## config.mk

```make
export PLATFORM = sky130hd
export DESIGN_NAME = sha1_byte_stream_hasher_top
export DESIGN_NICKNAME = d
export VERILOG_FILES = /design/src/hdl/sha1_bsh_pkg.sv /design/src/hdl/sha1_byte_stream_hasher_top.sv /design/src/hdl/sha1_bsh_sched.sv /design/src/hdl/sha1_bsh_round.sv
export SDC_FILE = /design/constraint.sdc
export NUM_CORES = 2
export LEC_CHECK = 0
export BUFFER_PORTS_ARGS = -buffer_cell sky130_fd_sc_hd__buf_2
export CAP_MARGIN = 40
export CORE_UTILIZATION = 35
export DETAILED_ROUTE_END_ITERATION = 6
export MAX_ROUTING_LAYER = met4
export PLACE_DENSITY = 0.57
export SYNTH_ARGS = -nofsm -noshare
export SYNTH_HDL_FRONTEND = slang
export SYNTH_SLANG_ARGS = --single-unit
```

## constraint.sdc

```tcl
create_clock -name clk -period 20.1 [get_ports clk]
set_input_delay 6.03 -clock clk [delete_from_list [all_inputs] [get_ports clk]]
set_output_delay 6.03 -clock clk [all_outputs]
set_load 0.005 [all_outputs]
```

## src/hdl/sha1_bsh_pkg.sv

```systemverilog
`timescale 1ns / 1ps

package sha1_bsh_pkg;

    localparam int WORD_W   = 32;
    localparam int NUM_H    = 5;
    localparam int ROUNDS   = 80;
    localparam int SCHED_D  = 16;

    localparam logic [WORD_W-1:0] H_INIT [NUM_H] = '{
        32'h67452301, 32'hEFCDAB89, 32'h98BADCFE, 32'h10325476, 32'hC3D2E1F0
    };

    localparam logic [WORD_W-1:0] K_00_19 = 32'h5A827999;
    localparam logic [WORD_W-1:0] K_20_39 = 32'h6ED9EBA1;
    localparam logic [WORD_W-1:0] K_40_59 = 32'h8F1BBCDC;
    localparam logic [WORD_W-1:0] K_60_79 = 32'hCA62C1D6;

    localparam logic [7:0] PAD_MARK     = 8'h80;
    localparam logic [5:0] FILL_LEN_POS = 6'd56;
    localparam logic [5:0] FILL_LAST    = 6'd63;
    localparam logic [6:0] ROUND_LAST   = 7'd79;
    localparam logic [2:0] WORD_LAST    = 3'd4;

    // Working variables of the compression.
    typedef struct packed {
        logic [WORD_W-1:0] a;
        logic [WORD_W-1:0] b;
        logic [WORD_W-1:0] c;
        logic [WORD_W-1:0] d;
        logic [WORD_W-1:0] e;
    } work_t;

    // Control from the sequencer to the message schedule.
    typedef struct packed {
        logic              load;
        logic [WORD_W-1:0] load_word;
        logic              step;
    } sched_ctl_t;

    function automatic logic [WORD_W-1:0] round_k(input logic [6:0] idx);
        logic [WORD_W-1:0] k;
        if (idx < 7'd20)
            k = K_00_19;
        else if (idx < 7'd40)
            k = K_20_39;
        else if (idx < 7'd60)
            k = K_40_59;
        else
            k = K_60_79;
        return k;
    endfunction

    function automatic logic [WORD_W-1:0] rotl(input logic [WORD_W-1:0] x,
                                               input int n);
        return (x << n) | (x >> (WORD_W - n));
    endfunction

endpackage

```

## src/hdl/sha1_byte_stream_hasher_top.sv

```systemverilog
`timescale 1ns / 1ps
// Channel  | Dir | tdata                              | tuser          | tlast
// s_axis   | in  | [7:0] data_byte                    | has_byte       | last
// m_axis   | out | [31:0] digest_word, [34:32] index  | length_error   | last_word
//
// A message byte is taken whenever the hasher is idle. The byte that completes
// a 64-byte block is followed by 80 rounds on the single round unit, then the
// chaining add. A last transaction pads byte by byte (with a turning step to
// the length bytes that writes nothing), runs one or two compressions and then
// offers five digest words, one per cycle when m_tready is held high. Reset loads
// the initial chaining words and clears the counts; the output side may stall for
// any length of time.

module sha1_byte_stream_hasher_top
(
    input  logic        clk,
    input  logic        rst_n,

    input  logic        s_tvalid,
    output logic        s_tready,
    input  logic [7:0]  s_tdata,   // [7:0] data_byte
    input  logic        s_tuser,   // [0] has_byte
    input  logic        s_tlast,

    output logic        m_tvalid,
    input  logic        m_tready,
    output logic [39:0] m_tdata,   // [31:0] digest_word, [34:32] word_index, rest zero
    output logic        m_tuser,   // [0] length_error
    output logic        m_tlast
);

    localparam logic [2:0] ST_IDLE  = 3'd0;
    localparam logic [2:0] ST_PAD   = 3'd1;
    localparam logic [2:0] ST_LEN   = 3'd2;
    localparam logic [2:0] ST_ROUND = 3'd3;
    localparam logic [2:0] ST_FINAL = 3'd4;
    localparam logic [2:0] ST_OUT   = 3'd5;

    logic [2:0]  state_reg, state_next;
    logic [5:0]  fill_reg, fill_next;
    logic [63:0] bit_len_reg, bit_len_next;
    logic        ovf_reg, ovf_next;
    logic        fin_reg, fin_next;
    logic        pad_first_reg, pad_first_next;
    logic        len_done_reg, len_done_next;
    logic [6:0]  round_reg, round_next;
    logic [2:0]  out_idx_reg, out_idx_next;
    logic [31:0] chain_reg [sha1_bsh_pkg::NUM_H];
    logic [31:0] chain_next [sha1_bsh_pkg::NUM_H];

    sha1_bsh_pkg::work_t work_reg, work_next, work_round;
    logic [23:0] acc_reg, acc_next;

    logic        wr_en;
    logic [7:0]  wr_byte;
    logic [64:0] len_sum;
    logic [63:0] len_shift;
    logic [31:0] w_cur;
    sha1_bsh_pkg::sched_ctl_t sched_ctl;

    sha1_bsh_sched u_sched
    (
        .clk   (clk),
        .ctl   (sched_ctl),
        .w_cur (w_cur)
    );

    sha1_bsh_round u_round
    (
        .round_idx (round_reg),
        .cur       (work_reg),
        .w         (w_cur),
        .nxt       (work_round)
    );

    assign len_sum   = {1'b0, bit_len_reg} + 65'd8;
    // Big-endian length byte for the position within the last eight bytes.
    assign len_shift = bit_len_reg >> {~fill_reg[2:0], 3'b000};

    assign s_tready = (state_reg == ST_IDLE);
    assign m_tvalid = (state_reg == ST_OUT);
    assign m_tdata  = {5'b0, out_idx_reg, chain_reg[out_idx_reg]};
    assign m_tuser  = ovf_reg;
    assign m_tlast  = (out_idx_reg == sha1_bsh_pkg::WORD_LAST);

    always_comb
    begin
        state_next     = state_reg;
        fill_next      = fill_reg;
        bit_len_next   = bit_len_reg;
        ovf_next       = ovf_reg;
        fin_next       = fin_reg;
        pad_first_next = pad_first_reg;
        len_done_next  = len_done_reg;
        round_next     = round_reg;
        out_idx_next   = out_idx_reg;
        chain_next     = chain_reg;
        work_next      = work_reg;
        acc_next       = acc_reg;
        wr_en          = 1'b0;
        wr_byte        = 8'h00;
        sched_ctl.step = 1'b0;

        case (state_reg)
            ST_IDLE:
            begin
                if (s_tvalid)
                begin
                    if (s_tuser)
                    begin
                        wr_en        = 1'b1;
                        wr_byte      = s_tdata;
                        bit_len_next = len_sum[63:0];
                        if (len_sum[64])
                            ovf_next = 1'b1;
                    end
                    if (s_tlast)
                    begin
                        fin_next       = 1'b1;
                        pad_first_next = 1'b1;
                        len_done_next  = 1'b0;
                    end
                    if (s_tuser && fill_reg == sha1_bsh_pkg::FILL_LAST)
                        state_next = ST_ROUND;
                    else if (s_tlast)
                        state_next = ST_PAD;
                end
            end
            ST_PAD:
            begin
                if (!pad_first_reg && fill_reg == sha1_bsh_pkg::FILL_LEN_POS)
                begin
                    state_next = ST_LEN;
                end
                else
                begin
                    wr_en          = 1'b1;
                    wr_byte        = pad_first_reg ? sha1_bsh_pkg::PAD_MARK : 8'h00;
                    pad_first_next = 1'b0;
                    if (fill_reg == sha1_bsh_pkg::FILL_LAST)
                        state_next = ST_ROUND;
                end
            end
            ST_LEN:
            begin
                wr_en   = 1'b1;
                wr_byte = len_shift[7:0];
                if (fill_reg == sha1_bsh_pkg::FILL_LAST)
                begin
                    len_done_next = 1'b1;
                    state_next    = ST_ROUND;
                end
            end
            ST_ROUND:
            begin
                sched_ctl.step = 1'b1;
                work_next      = work_round;
                round_next     = round_reg + 7'd1;
                if (round_reg == sha1_bsh_pkg::ROUND_LAST)
                    state_next = ST_FINAL;
            end
            ST_FINAL:
            begin
                chain_next[0] = chain_reg[0] + work_reg.a;
                chain_next[1] = chain_reg[1] + work_reg.b;
                chain_next[2] = chain_reg[2] + work_reg.c;
                chain_next[3] = chain_reg[3] + work_reg.d;
                chain_next[4] = chain_reg[4] + work_reg.e;
                if (!fin_reg)
                begin
                    state_next = ST_IDLE;
                end
                else if (len_done_reg)
                begin
                    out_idx_next = 3'd0;
                    state_next   = ST_OUT;
                end
                else
                begin
                    state_next = ST_PAD;
                end
            end
            ST_OUT:
            begin
                if (m_tready)
                begin
                    if (out_idx_reg == sha1_bsh_pkg::WORD_LAST)
                    begin
                        chain_next    = sha1_bsh_pkg::H_INIT;
                        fill_next     = 6'd0;
                        bit_len_next  = 64'd0;
                        ovf_next      = 1'b0;
                        fin_next      = 1'b0;
                        len_done_next = 1'b0;
                        state_next    = ST_IDLE;
                    end
                    else
                    begin
                        out_idx_next = out_idx_reg + 3'd1;
                    end
                end
            end
            default:
            begin
                state_next = ST_IDLE;
            end
        endcase

        // Shared byte path: three bytes gather, the fourth completes a word.
        if (wr_en)
        begin
            fill_next = fill_reg + 6'd1;
            acc_next  = {acc_reg[15:0], wr_byte};
        end
        sched_ctl.load      = wr_en && (fill_reg[1:0] == 2'b11);
        sched_ctl.load_word = {acc_reg, wr_byte};

        if (state_next == ST_ROUND && state_reg != ST_ROUND)
        begin
            round_next = 7'd0;
            work_next  = '{a: chain_reg[0], b: chain_reg[1], c: chain_reg[2],
                           d: chain_reg[3], e: chain_reg[4]};
        end
    end

    always_ff @(posedge clk or negedge rst_n)
    begin
        if (!rst_n)
        begin
            state_reg     <= ST_IDLE;
            fill_reg      <= 6'd0;
            bit_len_reg   <= 64'd0;
            ovf_reg       <= 1'b0;
            fin_reg       <= 1'b0;
            pad_first_reg <= 1'b0;
            len_done_reg  <= 1'b0;
            round_reg     <= 7'd0;
            out_idx_reg   <= 3'd0;
            chain_reg     <= sha1_bsh_pkg::H_INIT;
        end
        else
        begin
            state_reg     <= state_next;
            fill_reg      <= fill_next;
            bit_len_reg   <= bit_len_next;
            ovf_reg       <= ovf_next;
            fin_reg       <= fin_next;
            pad_first_reg <= pad_first_next;
            len_done_reg  <= len_done_next;
            round_reg     <= round_next;
            out_idx_reg   <= out_idx_next;
            chain_reg     <= chain_next;
        end
    end

    always_ff @(posedge clk)
    begin
        work_reg <= work_next;
        acc_reg  <= acc_next;
    end

    // A compression only starts on a whole block.
    a_block_whole: assert property (@(posedge clk) disable iff (!rst_n)
        (state_reg != ST_ROUND && state_next == ST_ROUND) |=> (fill_reg == 6'd0))
        else $error("compression started on a partial block");

    a_round_range: assert property (@(posedge clk) disable iff (!rst_n)
        (state_reg == ST_ROUND) |-> (round_reg <= sha1_bsh_pkg::ROUND_LAST))
        else $error("round counter out of range");

    a_sides_apart: assert property (@(posedge clk) disable iff (!rst_n)
        !(s_tready && m_tvalid))
        else $error("input taken while digest is pending");

    a_digest_clears: assert property (@(posedge clk) disable iff (!rst_n)
        (m_tvalid && m_tready && m_tlast) |=>
            (fill_reg == 6'd0 && bit_len_reg == 64'd0 && !ovf_reg && s_tready))
        else $error("state not cleared after digest");

    a_digest_after_len: assert property (@(posedge clk) disable iff (!rst_n)
        (state_reg != ST_OUT && state_next == ST_OUT) |-> (fin_reg && len_done_reg))
        else $error("digest offered before length block");

endmodule

```

## src/hdl/sha1_bsh_sched.sv

```systemverilog
`timescale 1ns / 1ps

module sha1_bsh_sched
(
    input  logic                           clk,
    input  sha1_bsh_pkg::sched_ctl_t       ctl,
    output logic [sha1_bsh_pkg::WORD_W-1:0] w_cur
);

    logic [sha1_bsh_pkg::WORD_W-1:0] w_reg [sha1_bsh_pkg::SCHED_D];
    logic [sha1_bsh_pkg::WORD_W-1:0] w_new;

    // The line holds W[t] .. W[t+15]; W[t+16] comes from fixed taps.
    assign w_new = sha1_bsh_pkg::rotl(w_reg[13] ^ w_reg[8] ^ w_reg[2] ^ w_reg[0], 1);
    assign w_cur = w_reg[0];

    always_ff @(posedge clk)
    begin
        if (ctl.load || ctl.step)
        begin
            for (int i = 0; i < sha1_bsh_pkg::SCHED_D - 1; i++)
            begin
                w_reg[i] <= w_reg[i+1];
            end
            w_reg[sha1_bsh_pkg::SCHED_D-1] <= ctl.load ? ctl.load_word : w_new;
        end
    end

endmodule

```

## src/hdl/sha1_bsh_round.sv

```systemverilog
`timescale 1ns / 1ps

module sha1_bsh_round
(
    input  logic [6:0]                      round_idx,
    input  sha1_bsh_pkg::work_t             cur,
    input  logic [sha1_bsh_pkg::WORD_W-1:0] w,
    output sha1_bsh_pkg::work_t             nxt
);

    logic [sha1_bsh_pkg::WORD_W-1:0] f;

    always_comb
    begin
        if (round_idx < 7'd20)
            f = (cur.b & cur.c) | (~cur.b & cur.d);
        else if (round_idx >= 7'd40 && round_idx < 7'd60)
            f = (cur.b & cur.c) | (cur.b & cur.d) | (cur.c & cur.d);
        else
            f = cur.b ^ cur.c ^ cur.d;
    end

    always_comb
    begin
        nxt.a = sha1_bsh_pkg::rotl(cur.a, 5) + f + cur.e + w
              + sha1_bsh_pkg::round_k(round_idx);
        nxt.b = cur.a;
        nxt.c = sha1_bsh_pkg::rotl(cur.b, 30);
        nxt.d = cur.c;
        nxt.e = cur.d;
    end

endmodule

```

# Word level (Yosys, flattened, before mapping)
# Memory sizes are Yosys's and may differ from the RTL's.
# Index checks and enable logic that the tools add are counted.
# op_classes
add_sub_neg	13
magnitude_cmp	5
n_eq_ne	23
shifts	1
mux	68
bitwise	18
n_reduce_logical	24
# op_table
cell	count
$mux 160	4
$pmux 160 s2	1
$add 32x32->32	9
$mux 64	4
$mux 32	7
$xor 32x32->32	5
$and 32x32->32	4
$pmux 64 s2	1
$bmux 32 s3	1
$or 32x32->32	3
$add 64x4->65 const B	1
$shr 64x6->8	1
$mux 3	14
$mux 8	4
$not 32->32	1
$or 32x1->32	1
$or 32x30->32	1
$or 32x5->32	1
$mux 31	1
$mux 6	4
$pmux 8 s3	1
$pmux 3 s6	1
$mux 1	17
$reduce_and 5->1	3
31 further kinds	62
# word_totals
register_bits	431
ramBits	512
input_bits	14
output_inout_bits	44
elab_cells	173
memories	1
# memory_table
name	words	width	read_ports	rd_clocked_by_memory_dff	write_ports	line_no	source
u_sched.w_reg	16	32	16	0	16	sha1_bsh_sched.sv:10	logic [sha1_bsh_pkg::WORD_W-1:0] w_reg [sha1_bsh_pkg::SCHED_D];

# Depth between registers and ports, before layout
# logic_depth
word_depth	11
ltp_mapped	23
mapped_depth_nobuf	21

# Modules after synthesis
# A second synthesis with hierarchy kept.
# hier_totals
cells_unflattened	4129
hier_area_um2	50020.5
# modules_own_cells
module	instances	cells_per_inst	area_per_inst_um2	seq_area_each_um2
sha1_byte_stream_hasher_top	1	2587	26543.0	11731.3
sha1_bsh_sched	1	712	16844.9	15374.7
sha1_bsh_round	1	830	6632.6	0.0

# Worst setup path before layout
# OpenSTA, ideal clock, no wires.
# synth_path
path_kind	in2reg
startpoint	input s_tuser
endpoint	memory u_sched.w_reg[0][0] in the netlist's numbering (enable)
setup_ps	3665
arrival_time_ps	16465
required_time_ps	16435
slack_ps	-30
cell_stages	7
path_cell_list	and3_1 -> nor2_1 -> clkinv_1 -> nand2_1 -> clkbuf_1 -> clkbuf_1 -> nand2_1
# synth_lines
item	line_no	source
start, declared	sha1_byte_stream_hasher_top.sv:22	input logic s_tuser,
end, declared	sha1_bsh_sched.sv:10	

# Worst setup path in the final report
# layout_path
startpoint	register out_idx_reg[0]
endpoint	output m_tdata[16]
# layout_via
elab_chain_cells	4
# layout_lines
item	line_no	source
start, declared	sha1_byte_stream_hasher_top.sv:47	logic [2:0] out_idx_reg, out_idx_next;
start signal, assigned	sha1_byte_stream_hasher_top.sv:251	out_idx_reg <= out_idx_next;
$not 3->4 (implied by the code)	sha1_byte_stream_hasher_top.sv:82	assign m_tdata = {5'b0, out_idx_reg, chain_reg[out_idx_reg]};
$bmux 32 s3	sha1_byte_stream_hasher_top.sv:82	
$mux 32 (implied by the code) (2 in a row)	sha1_byte_stream_hasher_top.sv:82	
end, declared	sha1_byte_stream_hasher_top.sv:27	output logic [39:0] m_tdata,
# No other way between the ends. The select of a mux whose other input is x is not followed.

==> run_results.csv <==
group,metric,value,unit
setup_path,critPathMaxStageDelay,0.89,ns
layout,fill_cells,12900,
synthesis,synthDistinctLibCells,82,
setup_path,critPathMaxFanout,19,
setup_path,slowest_stage,"dfrtp_2",
setup_path,crit_family,"flip-flops",
power,power_frac_comb,36.8,%
synthesis,synth_cells,4019,
synthesis,synth_top_family_by_area,"compound AO/OA/AOI/OAI gates",
power,swShare,36.2,%
outcome,status,"complete, no violations",
synthesis,syn_avg_cell_area,12.0,µm²
synthesis,synthXorXnorAreaFrac,5.85,%
power,p_leak,21.3,nW
layout,area_growth,12.6,%
setup_path,worstPathRequired,14.07,ns
power,p_sw,3.05,mW
timing,hold_viol_final,0,
synthesis,async_reset_ff_share,26.0,%
placed_design,gp_congestion,0.878,
placed_design,dp.cells,5789,
power,power_density,155,nW/µm²
clock_network,clk_pin_slew,0.06,ns
clock_network,clock_latency,0.74,ns
floorplan,core,137000,µm²
floorplan,rows,136,
global_route,grt_usage,18.1,%
routing,drt_iter0_markers,2397,
timing,final.setup.tns,0,ns
global_route,grt_pass1_wl,189000,µm
floorplan,die_w,374,µm
timing,worst_slew_pin_slew,1.09,ns
routing,drc,0,
timing,clock_skew,0.0791,ns
synthesis,synth-compound-area-share,11.3,%
synthesis,ys_ff_latch,940,
synthesis,synthAdderAreaFrac,10.2,%
synthesis,yosys_warnings,0,
synthesis,synthSimpleGateAreaFrac,8.40,%
floorplan,die_h,374,µm
min_path,holdCritPathClass,"reg2reg",
power,p_clk_share,23.0,%
clock_network,cts_tree,"built",
timing,post-route-period-util,46.9,%
floorplan,start_util,35.2,%
layout,drive_gt1_share,11.8,%
timing,rsz0062_at_grt,"no",
clock_network,cts_setup_buffers,0,
placed_design,dp_hpwl,84800,µm
floorplan,dieArea,140000,µm²
setup_path,end_kind,"output pin",
power,p_seq_share,40.2,%
clock_network,root_buffer,"clkbuf_16",
setup_path,crit_buf_inv,3,
setup_path,crit_path_start_kind,"flop",
layout,stdcell_count,5988,
routing,antenna_left,0,
synthesis,synth_flop_cell,"edfxtp_1",
power,ir_drop,144,µV
clock_network,cts_buffers,104,
clock_network,cts_resized,0,
setup_path,arrival,3.40,ns
flow_run,maxCapViolCount,0,
global_route,antenna_found_initial,1,
routing,vias,30700,
global_route,overflow,0,
clock_network,htreeDepth,3,
clock_network,clockBufferDepth,3,
timing,max_freq,106,MHz
routing,drt-wirelength-per-cell,20.5,µm
setup_path,crit_chain,"buf_4 > mux4_2 > inv_1 > o21ai_0 > buf_2",
placed_design,port_buffers,52,
synthesis,yosysSeqAreaShare,56.1,%
setup_path,path_class,"reg2out",
clock_network,cts_sinks,940,
routing,first_pass_iters,5,
synthesis,synth_area,48300,µm²
layout,largest_reg_flops,512,
layout,fin_nets,4439,
global_route,grt_pass1_vias,30600,
floorplan,num_io_pins,58,
global_route,grt_max_degree,212,
clock_network,hold_buffers,0,
timing,maxSlewViolCount,0,
timing,slew_headroom,27.2,%
routing,totalWireLength,123000,µm
timing,setup_viol,0,
power,p_int,5.38,mW
synthesis,synth-edff-count,696,
synthesis,synthMuxAreaShare,4.46,%
routing,vias_per_cell,5.13,
timing,period_minus_slack,9.43,ns
==> layout make-up <==
class                   count  area [µm²]  share of cell area, %
flip-flops and latches    940       27100                   49.8
well taps                1794        2240                   4.12
clock inverters            54         681                   1.25
multi-input cells        2611       19500                   35.8
clock buffers             144        2840                   5.22
inverters                 346        1300                   2.39
repair buffers             98         763                   1.40
diodes                      1        2.50                0.00460
==> final timing paths <==
check | from | end | slack [ns] | cells past startpoint
worst max register to register | round_reg[2] | work_reg[159] | 13.46 | 19
max in group asynchronous | rst_n | chain_reg[76] | 12.80 | 4
worst min register to register | u_sched.w_reg[1][210] | u_sched.w_reg[1][178] | 0.37 | 0
min in group asynchronous | rst_n | chain_reg[61] | 5.30 | 1
worst min-delay path | u_sched.w_reg[1][210] | u_sched.w_reg[1][178] | 0.37 | 0
worst max-delay path | out_idx_reg[0] | m_tdata[16] | 10.67 | 5
==> power by group through the flow <==
stage,combinational (mW),sequential (mW),clock (mW)
floorplan,2.30,3.35,0
global placement,3.02,3.42,0
detailed placement,3.11,3.42,0
CTS,3.13,3.40,1.99
global route,3.47,3.46,2.06
finish,3.11,3.39,1.94
==> routing by layer <==
metal	vias to the layer above	part of all wire [%]	track usage, %
met4	0	2.1	4.90
met3	158	4.4	2.08
li1	14500	-	-
met5	-	0	-
met1	15400	47	25.2
met2	671	46	28.1
==> stage by stage <==
step	instance area [µm²]	util, %	worst slack [ns]	power [mW]	hold slack [ns]
after floorplan	48400	-	5.21	5.65	0.400
after global placement	50700	36.9	10.03	6.45	0.400
after global routing	54500	39.7	10.56	9.00	0.373
after detailed placement	50900	37.1	10.58	6.53	0.405
after CTS	54500	39.7	10.51	8.51	0.358
final	54500	39.7	10.67	8.44	0.371
==> cell usage after synthesis (all sizes together), types with 23 or more instances <==
cell type	n	area (µm²)
a211oi	27	213
a21o	97	728
a21oi	244	1220
a31oi	48	300
and3	29	181
buf	35	165
clkbuf	91	342
dfrtp	164	4100
dfstp	80	2100
edfxtp	696	20900
fa	117	2340
ha	207	2590
inv	345	1290
mux2	81	912
mux2i	23	230
mux4	45	1010
nand2	378	1430
nand2b	26	163
nand3	72	360
nor2	248	931
nor2b	33	206
nor3	30	160
o21a	28	210
o21ai	321	1610
o21bai	24	180
or3	29	181
xnor2	206	1800
xor2	117	1020
==> cell usage in the layout (no fill, tap or decap), types with 81 or more instances in the layout <==
cell / count
a21o_1: 97
a21oi_1: 243
clkbuf_16: 104
dfrtp_1: 162
edfxtp_1: 696
fa_1: 117
ha_1: 207
inv_1: 343
mux2_2: 81
nand2_1: 373
nor2_1: 245
o21ai_0: 314
xnor2_1: 206
xor2_1: 117
==> kinds of logic after synthesis <==
group	count (synthesis)
flip-flops	940
AND/OR/NAND/NOR	907
AO/OA/AOI/OAI	903
buffers and inverters	472
adder cells (fa/ha/maj)	324
XOR/XNOR	323
multiplexers	149
other	1
Power figures use the tool's default switching activity.
